[src/rtl/i2a_pkg.sv]
// ---------------------------------------------------------------------------
// i2a_pkg: shared definitions of the integer to ascii formatter
// widths, character codes, cell controls and the sequencer states
// ---------------------------------------------------------------------------
`timescale 1ns / 1ps
`default_nettype none

package i2a_pkg;

	localparam int VALUE_WIDTH = 64;
	localparam int TDATA_W     = 64;
	// decimal digits of a VALUE_WIDTH-bit unsigned value (log10(2) ~ 1233/4096)
	localparam int DEC_DIGITS  = (VALUE_WIDTH * 1233) / 4096 + 1;
	localparam int HEX_DIGITS  = (VALUE_WIDTH + 3) / 4;
	localparam int NUM_CELLS   = (DEC_DIGITS > HEX_DIGITS) ? DEC_DIGITS : HEX_DIGITS;
	localparam int BIT_CNT_W   = $clog2(VALUE_WIDTH + 1);
	localparam int DIG_CNT_W   = $clog2(NUM_CELLS + 1);

	localparam logic [7:0] CH_ZERO  = 8'h30;
	localparam logic [7:0] CH_NINE  = 8'h39;
	localparam logic [7:0] CH_A     = 8'h61;
	localparam logic [7:0] CH_F     = 8'h66;
	localparam logic [7:0] CH_MINUS = 8'h2d;
	localparam logic [7:0] CH_X     = 8'h78;

	localparam logic OP_DEC = 1'b0;
	localparam logic OP_HEX = 1'b1;

	typedef enum logic [1:0] {
		CELL_HOLD,
		CELL_CLEAR,
		CELL_BIT,
		CELL_DIGIT
	} cell_op_t;

	typedef struct packed {
		cell_op_t op;
		logic     dec;
	} cell_ctl_t;

	typedef enum logic [2:0] {
		ST_IDLE,
		ST_CONV,
		ST_SIGN,
		ST_PFX0,
		ST_PFXX,
		ST_EMIT
	} state_t;

	function automatic logic [7:0] digit_char(input logic [3:0] d);
		if (d < 4'd10) begin
			return CH_ZERO + {4'b0000, d};
		end else begin
			return CH_A + {4'b0000, d} - 8'd10;
		end
	endfunction

endpackage

`default_nettype wire

[src/rtl/i2a_cell.sv]
// ---------------------------------------------------------------------------
// i2a_cell: one digit cell of the conversion chain
// double-dabble digit with bit shift, digit shift and clear
// ---------------------------------------------------------------------------
`timescale 1ns / 1ps
`default_nettype none

module i2a_cell (
	input  wire                     clk,
	input  wire i2a_pkg::cell_ctl_t ctl,
	input  wire                     bit_in,
	input  wire  [3:0]              dig_in,
	output logic                    carry_out,
	output logic [3:0]              dig
);

	logic [3:0] digit_q;
	logic [3:0] corr;

	// in decimal mode, add three before the shift when the digit would pass nine
	assign corr      = (ctl.dec && digit_q >= 4'd5) ? digit_q + 4'd3 : digit_q;
	assign carry_out = corr[3];
	assign dig       = digit_q;

	always_ff @(posedge clk) begin
		case (ctl.op)
			i2a_pkg::CELL_CLEAR: digit_q <= 4'd0;
			i2a_pkg::CELL_BIT:   digit_q <= {corr[2:0], bit_in};
			i2a_pkg::CELL_DIGIT: digit_q <= dig_in;
			default:             digit_q <= digit_q;
		endcase
	end

endmodule

`default_nettype wire

[src/rtl/integer_to_ascii_formatter.sv]
// ---------------------------------------------------------------------------
// integer_to_ascii_formatter: 64-bit integer to decimal or hex ascii text
// one input item in, one output item per character, last character flagged
// ---------------------------------------------------------------------------
// usage:
//   s_axis carries one item: value in tdata, op in tuser (0 signed decimal,
//   1 unsigned hex with a 0x prefix). m_axis returns the text one character
//   per item, most significant first, with tlast on the final character.
//   an item is taken only while the block is idle; it then shifts the value
//   bit by bit into a row of digit cells, one bit per cycle through the
//   whole row (double dabble in decimal, plain nibble shift in hex). after
//   that the sign or prefix goes out, and the cells shift one digit per
//   cycle toward the top cell, leading zeros skipped; a shown digit waits
//   while the output register still holds a character not yet taken.
//   the output register holds a character while m_axis_tready is low and
//   the sequencer waits; no character is dropped.
//   reset clears the sequencer and the output valid; no clearing pass.
// ---------------------------------------------------------------------------
`timescale 1ns / 1ps
`default_nettype none

module integer_to_ascii_formatter (
	input  wire         clk,
	input  wire         arst_n,
	input  wire         s_axis_tvalid,
	output logic        s_axis_tready,
	input  wire  [63:0] s_axis_tdata,   // [63:0] value
	input  wire         s_axis_tuser,   // [0] op
	output logic        m_axis_tvalid,
	input  wire         m_axis_tready,
	output logic [7:0]  m_axis_tdata,   // [7:0] character
	output logic        m_axis_tlast    // last
);

	localparam int W = i2a_pkg::VALUE_WIDTH;
	localparam int N = i2a_pkg::NUM_CELLS;

	i2a_pkg::state_t    state_q, state_d;
	i2a_pkg::cell_ctl_t ctl;

	logic                          dec_q;
	logic                          neg_q;
	logic                          started_q;
	logic [W-1:0]                  mag_q;
	logic [i2a_pkg::BIT_CNT_W-1:0] bcnt_q;
	logic [i2a_pkg::DIG_CNT_W-1:0] dcnt_q;

	logic       out_valid_q;
	logic [7:0] out_char_q;
	logic       out_last_q;

	// sequencer outputs
	logic       s_acc;
	logic       out_free;
	logic       load_out;
	logic [7:0] char_d;
	logic       last_d;
	logic       dig_step;
	logic       mark_start;

	// value seen on the input
	logic [W-1:0] in_val;
	logic         in_neg;

	// chain wiring
	logic       carry [N];
	logic [3:0] dig   [N];
	logic [3:0] top_dig;
	logic       last_dig;

	assign in_val   = s_axis_tdata[W-1:0];
	assign in_neg   = (s_axis_tuser == i2a_pkg::OP_DEC) && in_val[W-1];
	assign s_acc    = s_axis_tvalid && s_axis_tready;
	assign out_free = !out_valid_q || m_axis_tready;
	assign top_dig  = dig[N-1];
	assign last_dig = (dcnt_q == i2a_pkg::DIG_CNT_W'(1));

	// row of digit cells, value msb enters at cell 0
	for (genvar i = 0; i < N; i++) begin : g_cell
		logic       b_in;
		logic [3:0] d_in;
		if (i == 0) begin : g_first
			assign b_in = mag_q[W-1];
			assign d_in = 4'd0;
		end else begin : g_rest
			assign b_in = carry[i-1];
			assign d_in = dig[i-1];
		end
		i2a_cell u_cell (
			.clk       (clk),
			.ctl       (ctl),
			.bit_in    (b_in),
			.dig_in    (d_in),
			.carry_out (carry[i]),
			.dig       (dig[i])
		);
	end

	always_ff @(posedge clk or negedge arst_n) begin
		if (!arst_n) begin
			state_q <= i2a_pkg::ST_IDLE;
		end else begin
			state_q <= state_d;
		end
	end

	always_comb begin
		state_d       = state_q;
		ctl.op        = i2a_pkg::CELL_HOLD;
		ctl.dec       = dec_q;
		s_axis_tready = 1'b0;
		load_out      = 1'b0;
		char_d        = i2a_pkg::CH_ZERO;
		last_d        = 1'b0;
		dig_step      = 1'b0;
		mark_start    = 1'b0;
		case (state_q)
			i2a_pkg::ST_IDLE: begin
				s_axis_tready = 1'b1;
				if (s_axis_tvalid) begin
					ctl.op  = i2a_pkg::CELL_CLEAR;
					state_d = i2a_pkg::ST_CONV;
				end
			end
			i2a_pkg::ST_CONV: begin
				ctl.op = i2a_pkg::CELL_BIT;
				if (bcnt_q == i2a_pkg::BIT_CNT_W'(1)) begin
					if (!dec_q) begin
						state_d = i2a_pkg::ST_PFX0;
					end else if (neg_q) begin
						state_d = i2a_pkg::ST_SIGN;
					end else begin
						state_d = i2a_pkg::ST_EMIT;
					end
				end
			end
			i2a_pkg::ST_SIGN: begin
				if (out_free) begin
					load_out = 1'b1;
					char_d   = i2a_pkg::CH_MINUS;
					state_d  = i2a_pkg::ST_EMIT;
				end
			end
			i2a_pkg::ST_PFX0: begin
				if (out_free) begin
					load_out = 1'b1;
					char_d   = i2a_pkg::CH_ZERO;
					state_d  = i2a_pkg::ST_PFXX;
				end
			end
			i2a_pkg::ST_PFXX: begin
				if (out_free) begin
					load_out = 1'b1;
					char_d   = i2a_pkg::CH_X;
					state_d  = i2a_pkg::ST_EMIT;
				end
			end
			i2a_pkg::ST_EMIT: begin
				if (!started_q && top_dig == 4'd0 && !last_dig) begin
					// leading zero, drop it
					ctl.op   = i2a_pkg::CELL_DIGIT;
					dig_step = 1'b1;
				end else if (out_free) begin
					ctl.op     = i2a_pkg::CELL_DIGIT;
					dig_step   = 1'b1;
					mark_start = 1'b1;
					load_out   = 1'b1;
					char_d     = i2a_pkg::digit_char(top_dig);
					last_d     = last_dig;
					if (last_dig) begin
						state_d = i2a_pkg::ST_IDLE;
					end
				end
			end
			default: begin
				state_d = i2a_pkg::ST_IDLE;
			end
		endcase
	end

	// item context, value shifter and counters
	always_ff @(posedge clk or negedge arst_n) begin
		if (!arst_n) begin
			dec_q     <= 1'b1;
			neg_q     <= 1'b0;
			started_q <= 1'b0;
			bcnt_q    <= '0;
			dcnt_q    <= '0;
		end else begin
			if (s_acc) begin
				dec_q     <= (s_axis_tuser == i2a_pkg::OP_DEC);
				neg_q     <= in_neg;
				started_q <= 1'b0;
				bcnt_q    <= i2a_pkg::BIT_CNT_W'(W);
				dcnt_q    <= i2a_pkg::DIG_CNT_W'(N);
			end else begin
				if (ctl.op == i2a_pkg::CELL_BIT) begin
					bcnt_q <= bcnt_q - 1'b1;
				end
				if (dig_step) begin
					dcnt_q <= dcnt_q - 1'b1;
				end
				if (mark_start) begin
					started_q <= 1'b1;
				end
			end
		end
	end

	// magnitude, formed unsigned so the most negative value converts cleanly
	always_ff @(posedge clk) begin
		if (s_acc) begin
			mag_q <= in_neg ? (~in_val + 1'b1) : in_val;
		end else if (ctl.op == i2a_pkg::CELL_BIT) begin
			mag_q <= {mag_q[W-2:0], 1'b0};
		end
	end

	// output register
	always_ff @(posedge clk or negedge arst_n) begin
		if (!arst_n) begin
			out_valid_q <= 1'b0;
		end else if (load_out) begin
			out_valid_q <= 1'b1;
		end else if (m_axis_tready) begin
			out_valid_q <= 1'b0;
		end
	end

	always_ff @(posedge clk) begin
		if (load_out) begin
			out_char_q <= char_d;
			out_last_q <= last_d;
		end
	end

	assign m_axis_tvalid = out_valid_q;
	assign m_axis_tdata  = out_char_q;
	assign m_axis_tlast  = out_last_q;

endmodule

`default_nettype wire

[config.mk]
export PLATFORM = sky130hd
export DESIGN_NAME = integer_to_ascii_formatter
export DESIGN_NICKNAME = d
export VERILOG_FILES = /design/src/rtl/i2a_pkg.sv /design/src/rtl/i2a_cell.sv /design/src/rtl/integer_to_ascii_formatter.sv
export SDC_FILE = /design/constraint.sdc
export NUM_CORES = 1
export LEC_CHECK = 0
export ABC_AREA = 1
export BUFFER_PORTS_ARGS = -buffer_cell sky130_fd_sc_hd__clkbuf_2
export CORE_ASPECT_RATIO = 0.6
export CORE_MARGIN = 2
export CORE_UTILIZATION = 40
export CTS_BUF_LIST = sky130_fd_sc_hd__clkbuf_8
export CTS_CLUSTER_SIZE = 40
export DETAILED_ROUTE_END_ITERATION = 10
export SYNTH_ARGS = -nofsm -noshare
export SYNTH_HDL_FRONTEND = slang
export SYNTH_SLANG_ARGS = --single-unit
[constraint.sdc]
create_clock -name clk -period 5 [get_ports clk]
set_clock_uncertainty 0.15 [all_clocks]
set_input_delay 1 -clock clk [delete_from_list [all_inputs] [get_ports clk]]
set_output_delay 1 -clock clk [all_outputs]
set_load 0.02 [all_outputs]
-- Yosys cells after proc, flatten, opt, wreduce, memory -nomap -nowiden
Index checks and enable logic that the tools add are counted.
- add/sub/neg operators: 26
- bitwise logic cells: 4
- eq/ne operators: 17
- order comparisons: 21
- multiplexer cells: 78
- reduce and logical (&&, ||, !) cells: 41
- operators by type and width (cell ; number):
    $pmux 4 s3 ; 19
    $mux 64 ; 3
    $ge 4x3->1 const B ; 20
    $add 4x2->4 const B ; 19
    $mux 4 ; 19
    $add 64x1->64 const B ; 1
    $not 64->64 ; 1
    $mux 3 ; 10
    $logic_and 1x1->1 ; 24
    $mux 8 ; 3
    $pmux 8 s3 ; 1
    $mux 7 ; 3
    $mux 5 ; 3
    $pmux 3 s5 ; 1
    $ne 2x2->1 const B ; 6
    $mux 1 ; 11
    $reduce_bool 2->1 ; 5
    $add 7x4->8 const A ; 1
    $pmux 4 s2 ; 1
    $sub 8x4->8 const B ; 1
    $add 6x4->7 const A ; 1
    $eq 7x1->1 const B ; 1
    $reduce_and 7->1 ; 1
    $sub 7x1->7 const B ; 1
    21 further kinds ; 31
- logic and storage cells: 217
- output and inout bits: 11
- input bits: 69
- bits in registers: 172

-- Depth between registers and ports, before layout
Gate-level depths: netlist of the first run.
- depth in word-level cells: 8
- mapped depth: 12
- depth with buffers taken out: 12

-- Cells and area by module
From an unflattened synthesis of the first run, not the netlist that was laid out.
- cell total of the unflattened synthesis: 1673
- area total of the unflattened synthesis: 12714.7 um^2
- modules (own cells, without submodules) (module ; area an instance (um^2) ; times used ; cells an instance ; sequential area each (um^2)):
    i2a_cell ; 324.1 ; 20 ; 41 ; 120.1
    integer_to_ascii_formatter ; 6233.5 ; 1 ; 853 ; 2638.8

-- Worst setup path before layout of the first run
Ideal clock, no wire load.
- path type: input -> register
- start: in m_axis_tready
- end: reg g_cell[0].u_cell.digit_q[0] (enable)
- arrival time: 3.613 ns
- slack: 0.239 ns
- buffers on the path: 2
- data required time: 3.852 ns
- stages: 8
- setup time: 0.998 ns
- path through: nor2_1 -> nor2_2 -> inv_2 -> o21ai_2 -> inv_2 -> buf_6 -> buf_6 -> nand3_1
- longest elaborated chain between the ends: 7
- elaborated cells on any way between the ends: 9
- those cells by class: eq/ne (3); mux (3); reduce/logical (3)
- ends and longest elaborated chain (element ; RTL line ; source):
    start: declaration ; integer_to_ascii_formatter.sv:30 ; input wire m_axis_tready,
    $logic_or 1x1->1 * ; integer_to_ascii_formatter.sv:74 ; assign out_free = !out_valid_q || m_axis_tready;
    $mux 2 * ; integer_to_ascii_formatter.sv:163 ; end else if (out_free) begin
    $mux 2 * ; integer_to_ascii_formatter.sv:159 ; if (!started_q && top_dig == 4'd0 && !last_dig) begin
    $pmux 2 s3 * ; integer_to_ascii_formatter.sv:117 ; case (state_q)
    $eq 2x1->1 / $eq 2x2->1 (equally long branches) ; i2a_cell.sv:26 ; case (ctl.op)
    $reduce_or 2->1 (no line) ; -- ;
    $reduce_bool 2->1 (no line) * ; -- ;
    end signal: assignment ; i2a_cell.sv:28 ; i2a_pkg::CELL_BIT: digit_q <= {corr[2:0], bit_in};
    end signal: assignment ; i2a_cell.sv:29 ; i2a_pkg::CELL_DIGIT: digit_q <= dig_in;
    end signal: assignment ; i2a_cell.sv:30 ; default: digit_q <= digit_q;
    end: declaration ; i2a_cell.sv:17 ; logic [3:0] digit_q;
Every way passes the cells marked *; elsewhere a longest branch is shown, timed or not.
A chain may end at the register's enable or synchronous reset.

-- Worst setup path after layout of the first run
- start: reg state_q[1]
- end: reg mag_q[8] (enable)
- longest elaborated chain between the ends: 4
- elaborated cells on any way between the ends: 8
- those cells by class: eq/ne (3); mux (2); reduce/logical (3)
- ends and longest elaborated chain (element ; RTL line ; source):
    start: declaration ; integer_to_ascii_formatter.sv:38 ; i2a_pkg::state_t state_q, state_d;
    start signal: assignment ; integer_to_ascii_formatter.sv:101 ; state_q <= i2a_pkg::ST_IDLE;
    start signal: assignment ; integer_to_ascii_formatter.sv:103 ; state_q <= state_d;
    $eq 3x3->1, or another cell as far along ; integer_to_ascii_formatter.sv:117 ;
    $pmux 2 s3 / $mux 1 (equally long branches) ; integer_to_ascii_formatter.sv:117 ;
    $eq 2x2->1 / $logic_and 1x1->1 (equally long branches) ; integer_to_ascii_formatter.sv:214, integer_to_ascii_formatter.sv:73 ;
    $reduce_bool 2->1 (no line) * ; -- ;
    end signal: assignment ; integer_to_ascii_formatter.sv:213 ; mag_q <= in_neg ? (~in_val + 1'b1) : in_val;
    end signal: assignment ; integer_to_ascii_formatter.sv:215 ; mag_q <= {mag_q[W-2:0], 1'b0};
    end: declaration ; integer_to_ascii_formatter.sv:44 ; logic [W-1:0] mag_q;
Marks and branches as above.

==> results of run 1 <==
## layout make-up
class / instances / area [um2] / share of cell area, %
repair buffers: 87 / 458 / 3.64
clock buffers: 17 / 234 / 1.86
inverters: 184 / 691 / 5.50
flip-flops and latches: 171 / 5040 / 40.1
clock inverters: 15 / 178 / 1.41
multi-input cells: 1070 / 5500 / 43.8
well taps: 367 / 459 / 3.65
## worst reg2reg max path: stages (launching register included)
cell and delay [ns]:
dfrtp_1 0.42, inv_1 0.14, nand3_2 0.46, buf_4 0.43, nand2_2 0.42, buf_4 0.59
## flip-flops by register name, summed over array words and instances (netlist names), 3 cells and up
name / cells
bcnt_q: 7
g_cell.u_cell.dig: 80
mag_q: 64
m_axis_tdata: 7
state_q: 3
dcnt_q: 5
## routing by layer
layer  vias to the layer above  part of all wire [%]  GRT usage [%]
met3                        17                   7.8           5.42
met1                      4688                    54           34.2
met2                       287                    37           27.7
met5                         -                     0              0
li1                       5049                     -              -
met4                         0                  0.60           3.84
## report_power, final
group          total (mW)  internal, mW  switching, mW  leakage (nW)
Sequential           3.14          2.75          0.398          1.74
Clock                1.03         0.424          0.606         0.209
Combinational        3.32         0.986           2.33          3.41
Total                7.49          4.16           3.34          5.35
## how the worst min path moves through the flow
stage	end	slack, ns
final	bcnt_q[6]$_DFFE_PN0P_	0.30
after global routing	bcnt_q[6]$_DFFE_PN0P_	0.32
after CTS	bcnt_q[6]$_DFFE_PN0P_	0.31
after detailed placement	bcnt_q[2]$_DFFE_PN0P_	0.33
after global placement	bcnt_q[2]$_DFFE_PN0P_	0.33
after floorplan	bcnt_q[3]$_DFFE_PN0P_	0.30
## cell families (layout without fill, tap and decap cells)
group / count (synthesis) / after routing / share of synthesized area [%]
flip-flops: 171 / 171 / 44.1
buffers and inverters: 226 / 303 / 8.08
other: 2 / 2 / 0.0656
AO/OA/AOI/OAI: 261 / 261 / 13.0
XOR/XNOR: 32 / 32 / 2.45
AND/OR/NAND/NOR: 729 / 729 / 27.3
adder cells (fa/ha/maj): 46 / 46 / 5.03
## cells in the final DEF, fill, tap and decap left out, drive strengths merged
cell	synthesis	final
nand3	150	150
a21oi	42	42
o32ai	19	19
nor3b	1	1
buf	32	9
inv	184	192
xnor2	8	8
nor2	169	169
a211oi	1	1
edfxtp	152	152
xor2	24	24
clkbuf	10	95
bufinv	0	1
o31ai	1	1
ha	46	46
dfstp	1	1
clkinv	0	6
o22ai	11	11
dfrtp	18	18
nand3b	7	7
o21ai	184	184
nand4	24	24
nor3	1	1
or2	7	7
o21bai	2	2
a32oi	1	1
conb	2	2
nand2	368	368
nor4	2	2
## stage by stage
| stage | worst slack, ns | power [mW] | cell area (um2) | hold slack (ns) |
|---|---|---|---|---|
| after floorplan | 0.239 | 5.57 | 11400 | 0.298 |
| after global placement | 1.71 | 6.41 | 12200 | 0.326 |
| after detailed placement | 1.65 | 6.47 | 12200 | 0.333 |
| after CTS | 1.98 | 7.54 | 12600 | 0.308 |
| after global routing | 1.78 | 8.21 | 12600 | 0.316 |
| final | 1.99 | 7.49 | 12600 | 0.305 |
==> results.json, run 1 <==
{
  "endpoint": "mag_q[8]$_DFFE_PP_",
  "fill_cells": 2826,
  "crit_buf_inv": 3,
  "post_cts_buffers": 0,
  "synth_warnings": 0,
  "reg2reg_slack_ns": 1.99,
  "worstPathCellList": "inv_1, nand3_2, buf_4, nand2_2, buf_4",
  "pin_count": 80,
  "core_area_um2": 27900,
  "cts-root-buf": "clkbuf_8",
  "num_vias": 10000,
  "vias_per_cell": 5.25,
  "detail_route.wl_per_cell_um": 16.1,
  "synth-seq-cells": 171,
  "clock_sinks": 171,
  "antenna_cells": 0,
  "yosysSeqAreaShare_pct": 44.1,
  "fin_setup_tns_ns": 0,
  "startpoint": "state_q[1]$_DFFE_PN0P_",
  "synth_edf_count": 152,
  "leakagePower_nw": 5.35,
  "ant_nets": 0,
  "synth_cell_types": 42,
  "drive_above_1_share_pct": 11.1,
  "max-vdd-ir-drop_mv": 0.435,
  "grt_pass1_wl_um": 49400,
  "slew_headroom_pct": 28.4,
  "finish.utilization_pct": 45.1,
  "wirelength_um": 30900,
  "tightest_slew_ns": 1.06,
  "min_period_over_period_pct": 60.1,
  "cp-start-kind": "flop",
  "crit_cells": 5,
  "clk_pin_slew_ns": 0.11,
  "row_count": 47,
  "crit_path_max_incr_delay_ns": 0.59,
  "r2r-start": "state_q[1]$_DFFE_PN0P_",
  "powerDensity_nw_per_um2": 596,
  "overflow": 0,
  "drtPass1Iterations": 5,
  "gr-usage-all-layers_pct": 21.1,
  "cts.path.max_buffers": 2,
  "syn2layout_area_growth_pct": 9.81,
  "nets": 1646,
  "grt_pass1_vias": 9042,
  "post-dp-hpwl_um": 22600,
  "htree_levels": 4,
  "avgSynthCellArea_um2": 7.80,
  "cap_viol_max_count": 0,
  "path_delay_family": "buffers and inverters",
  "outcome": "complete, no violations",
  "cts_buffers": 17,
  "antenna_found_initial": 0,
  "yosysMostFrequentCell": "nand2_1",
  "synth_common_cells": "nand2_1, inv_1, o21ai_0",
  "synth_top_area_share_pct": 39.9,
  "setup_viol": 0,
  "final.min_clock_period_ns": 3.01,
  "holdBufCountCts": 0,
  "crit_slowest_cell": "buf_4",
  "rr_worst_depth": 5,
  "insertion_delay_ns": 0.50,
  "synthArstFlopShare_pct": 11.1,
  "cp.arrival_ns": 2.99,
  "rsz0062_at_grt": "no",
  "required_ns": 4.99,
  "fmax_mhz": 333,
  "instances_no_fill": 1911,
  "port-buffer-count": 78,
  "die_y_um": 135,
  "cts_tree": "built",
  "design.die.area_um2": 30000,
  "crit_path_max_fanout": 46,
  "path_class": "flop to flop",
  "initial_core_util_pct": 41.0,
  "regToRegEndpoint": "mag_q[8]$_DFFE_PP_",
  "synth_cells": 1467,
  "die_x_um": 222,
  "endpoint_kind": "flop",
  "grt_max_degree": 86,
  "place.gp.congestion": 1.04,
  "drc_errors": 0,
  "slew_viol_final": 0,
  "hold_path.class": "input port to asynchronous set/reset pin",
  "place_inst": 1879,
  "drt_iter0_markers": 1087,
  "cts.repair.resized": 0,
  "synthFlopType": "edfxtp_1",
  "yosysTopAreaCell": "edfxtp_1",
  "syn_area_um2": 11400,
  "syn_nets": 1582,
  "synthTopCellsByArea": "edfxtp_1, nand2_1, o21ai_0, nand3_1, inv_1",
  "hold_viol_final": 0,
  "cpMostUsedCell": "buf_4"
}
Note: power is estimated with default switching activity, not from simulation.
==> inputs of run 2 (changes only) <==
==> constraint.sdc (replaced) <==
create_clock -name clk -period 3 [get_ports clk]
set_clock_uncertainty 0.15 [all_clocks]
set_input_delay 0.6 -clock clk [delete_from_list [all_inputs] [get_ports clk]]
set_output_delay 0.6 -clock clk [all_outputs]
set_load 0.02 [all_outputs]
==> results.json, run 2 (synthesis results as in run 1) <==
{
  "worst_hold_slack_ns": 0.310,
  "row_count": 47,
  "r2r-start": "state_q[0]$_DFFE_PN0P_",
  "cap_viol_max_count": 0,
  "drt_iter0_markers": 1099,
  "rr_worst_depth": 8,
  "max-vdd-ir-drop_mv": 0.551,
  "largest_register_ffs": 80,
  "slew_headroom_pct": 30.6,
  "insertion_delay_ns": 0.48,
  "antenna_cells": 0,
  "leakagePower_nw": 5.41,
  "reg2reg_slack_ns": 0.48,
  "min_period_over_period_pct": 84.0,
  "pin_count": 80,
  "fill_cells": 2826,
  "vias_per_cell": 5.32,
  "powerDensity_nw_per_um2": 1000,
  "core_area_um2": 27900,
  "initial_core_util_pct": 41.0,
  "die_x_um": 222,
  "num_vias": 10200,
  "crit_path_max_fanout": 28,
  "endpoint_kind": "flop",
  "drtPass1Iterations": 6,
  "antenna_found_initial": 0,
  "hold_viol_final": 0,
  "drive_above_1_share_pct": 11.5,
  "overflow": 0,
  "cts.path.max_buffers": 2,
  "syn2layout_area_growth_pct": 10.7,
  "place.gp.congestion": 1.03,
  "cp.arrival_ns": 2.72,
  "grt_pass1_wl_um": 49800,
  "rsz0062_at_grt": "no",
  "die_y_um": 135,
  "post_cts_buffers": 0,
  "cts_buffers": 17,
  "detail_route.wl_per_cell_um": 16.3,
  "port-buffer-count": 78,
  "fmax_mhz": 397,
  "cp-start-kind": "flop",
  "hold_path.class": "input port to flop",
  "nets": 1655,
  "regToRegEndpoint": "mag_q[60]$_DFFE_PP_",
  "path_class": "flop to flop",
  "post-dp-hpwl_um": 23300,
  "endpoint": "mag_q[60]$_DFFE_PP_",
  "setup_viol": 0,
  "fin_total_pwr_mw": 12.7,
  "whs_path_depth": 2,
  "fin_setup_tns_ns": 0,
  "clk_pin_slew_ns": 0.09,
  "cts_tree": "built",
  "ant_nets": 0,
  "startpoint": "state_q[0]$_DFFE_PN0P_",
  "cts-root-buf": "clkbuf_8",
  "hp-start": "s_axis_tuser",
  "drc_errors": 0,
  "slew_viol_final": 0,
  "design.die.area_um2": 30000,
  "required_ns": 3.20,
  "wirelength_um": 31400,
  "outcome": "complete, no violations",
  "layout_common_cells": "nand2_1, inv_1, o21ai_0, nor2_1, edfxtp_1",
  "clock_sinks": 171,
  "final_common_cell": "nand2_1",
  "gr-usage-all-layers_pct": 21.4,
  "grt_max_degree": 79,
  "tightest_slew_ns": 1.03,
  "grt_pass1_vias": 9013,
  "final.min_clock_period_ns": 2.52,
  "htree_levels": 4
}
==> run 2: worst max-delay path: stages (launching register included) <==
cell	delay [ns]
dfrtp_1	0.45
nor2_1	0.17
nand2_1	0.09
inv_1	0.17
nand2_4	0.25
inv_1	0.37
buf_4	0.35
nand3_1	0.24
nand2_1	0.11
==> run 2: layout make-up <==
cell class	count	area [um2]	area share (%)
multi-input combinational	1070	5500	43.4
sequential	171	5040	39.8
inverter	184	691	5.45
timing repair buffer	96	566	4.46
clock buffer	20	275	2.17
tap	367	459	3.62
clock inverter	12	136	1.08
==> run 2: layer usage <==
metal / GRT usage, % / share of wire (%) / vias to the layer above
met4: 5.03 / 1.0 / 0
met5: 0 / 0 / -
met3: 7.29 / 11 / 30
met2: 26.5 / 37 / 391
li1: - / - / 5066
met1: 34.2 / 52 / 4735
==> run 2: timing repair <==
| action | CTS | global route |
|---|---|---|
| resized for setup | 0 | 0 |
| hold buffers | 1 | 0 |
| setup endpoints to repair | 0 | 0 |
| endpoints found under the hold margin | 18 | 0 |
==> run 2: per-stage QoR <==
stage | std cells | setup slack (ns) | util (%) | cell area [um2]
after floorplan | 1467 | 0.327 | - | 11500
after global placement | 1887 | 0.399 | 43.9 | 12300
after detailed placement | 1887 | 0.437 | 43.9 | 12300
after CTS | 1920 | 0.555 | 45.5 | 12700
after global routing | 1920 | 0.359 | 45.5 | 12700
final | 1920 | 0.479 | 45.5 | 12700
==> run 2: report_power, final <==
| group | internal, mW | leakage [nW] | total [mW] | switching, mW |
|---|---|---|---|---|
| Clock | 0.818 | 0.210 | 1.76 | 0.940 |
| Sequential | 4.57 | 1.74 | 5.22 | 0.655 |
| Combinational | 1.74 | 3.47 | 5.73 | 3.99 |
==> run 2: worst min path at each step <==
stage                       endpoint
2_1_floorplan  bcnt_q[0]$_DFFE_PN0P_
3_3_place_gp   bcnt_q[3]$_DFFE_PN0P_
3_5_place_dp   bcnt_q[3]$_DFFE_PN0P_
4_1_cts            dec_q$_DFFE_PN1N_
5_1_grt            dec_q$_DFFE_PN1N_
6_report           dec_q$_DFFE_PN1N_
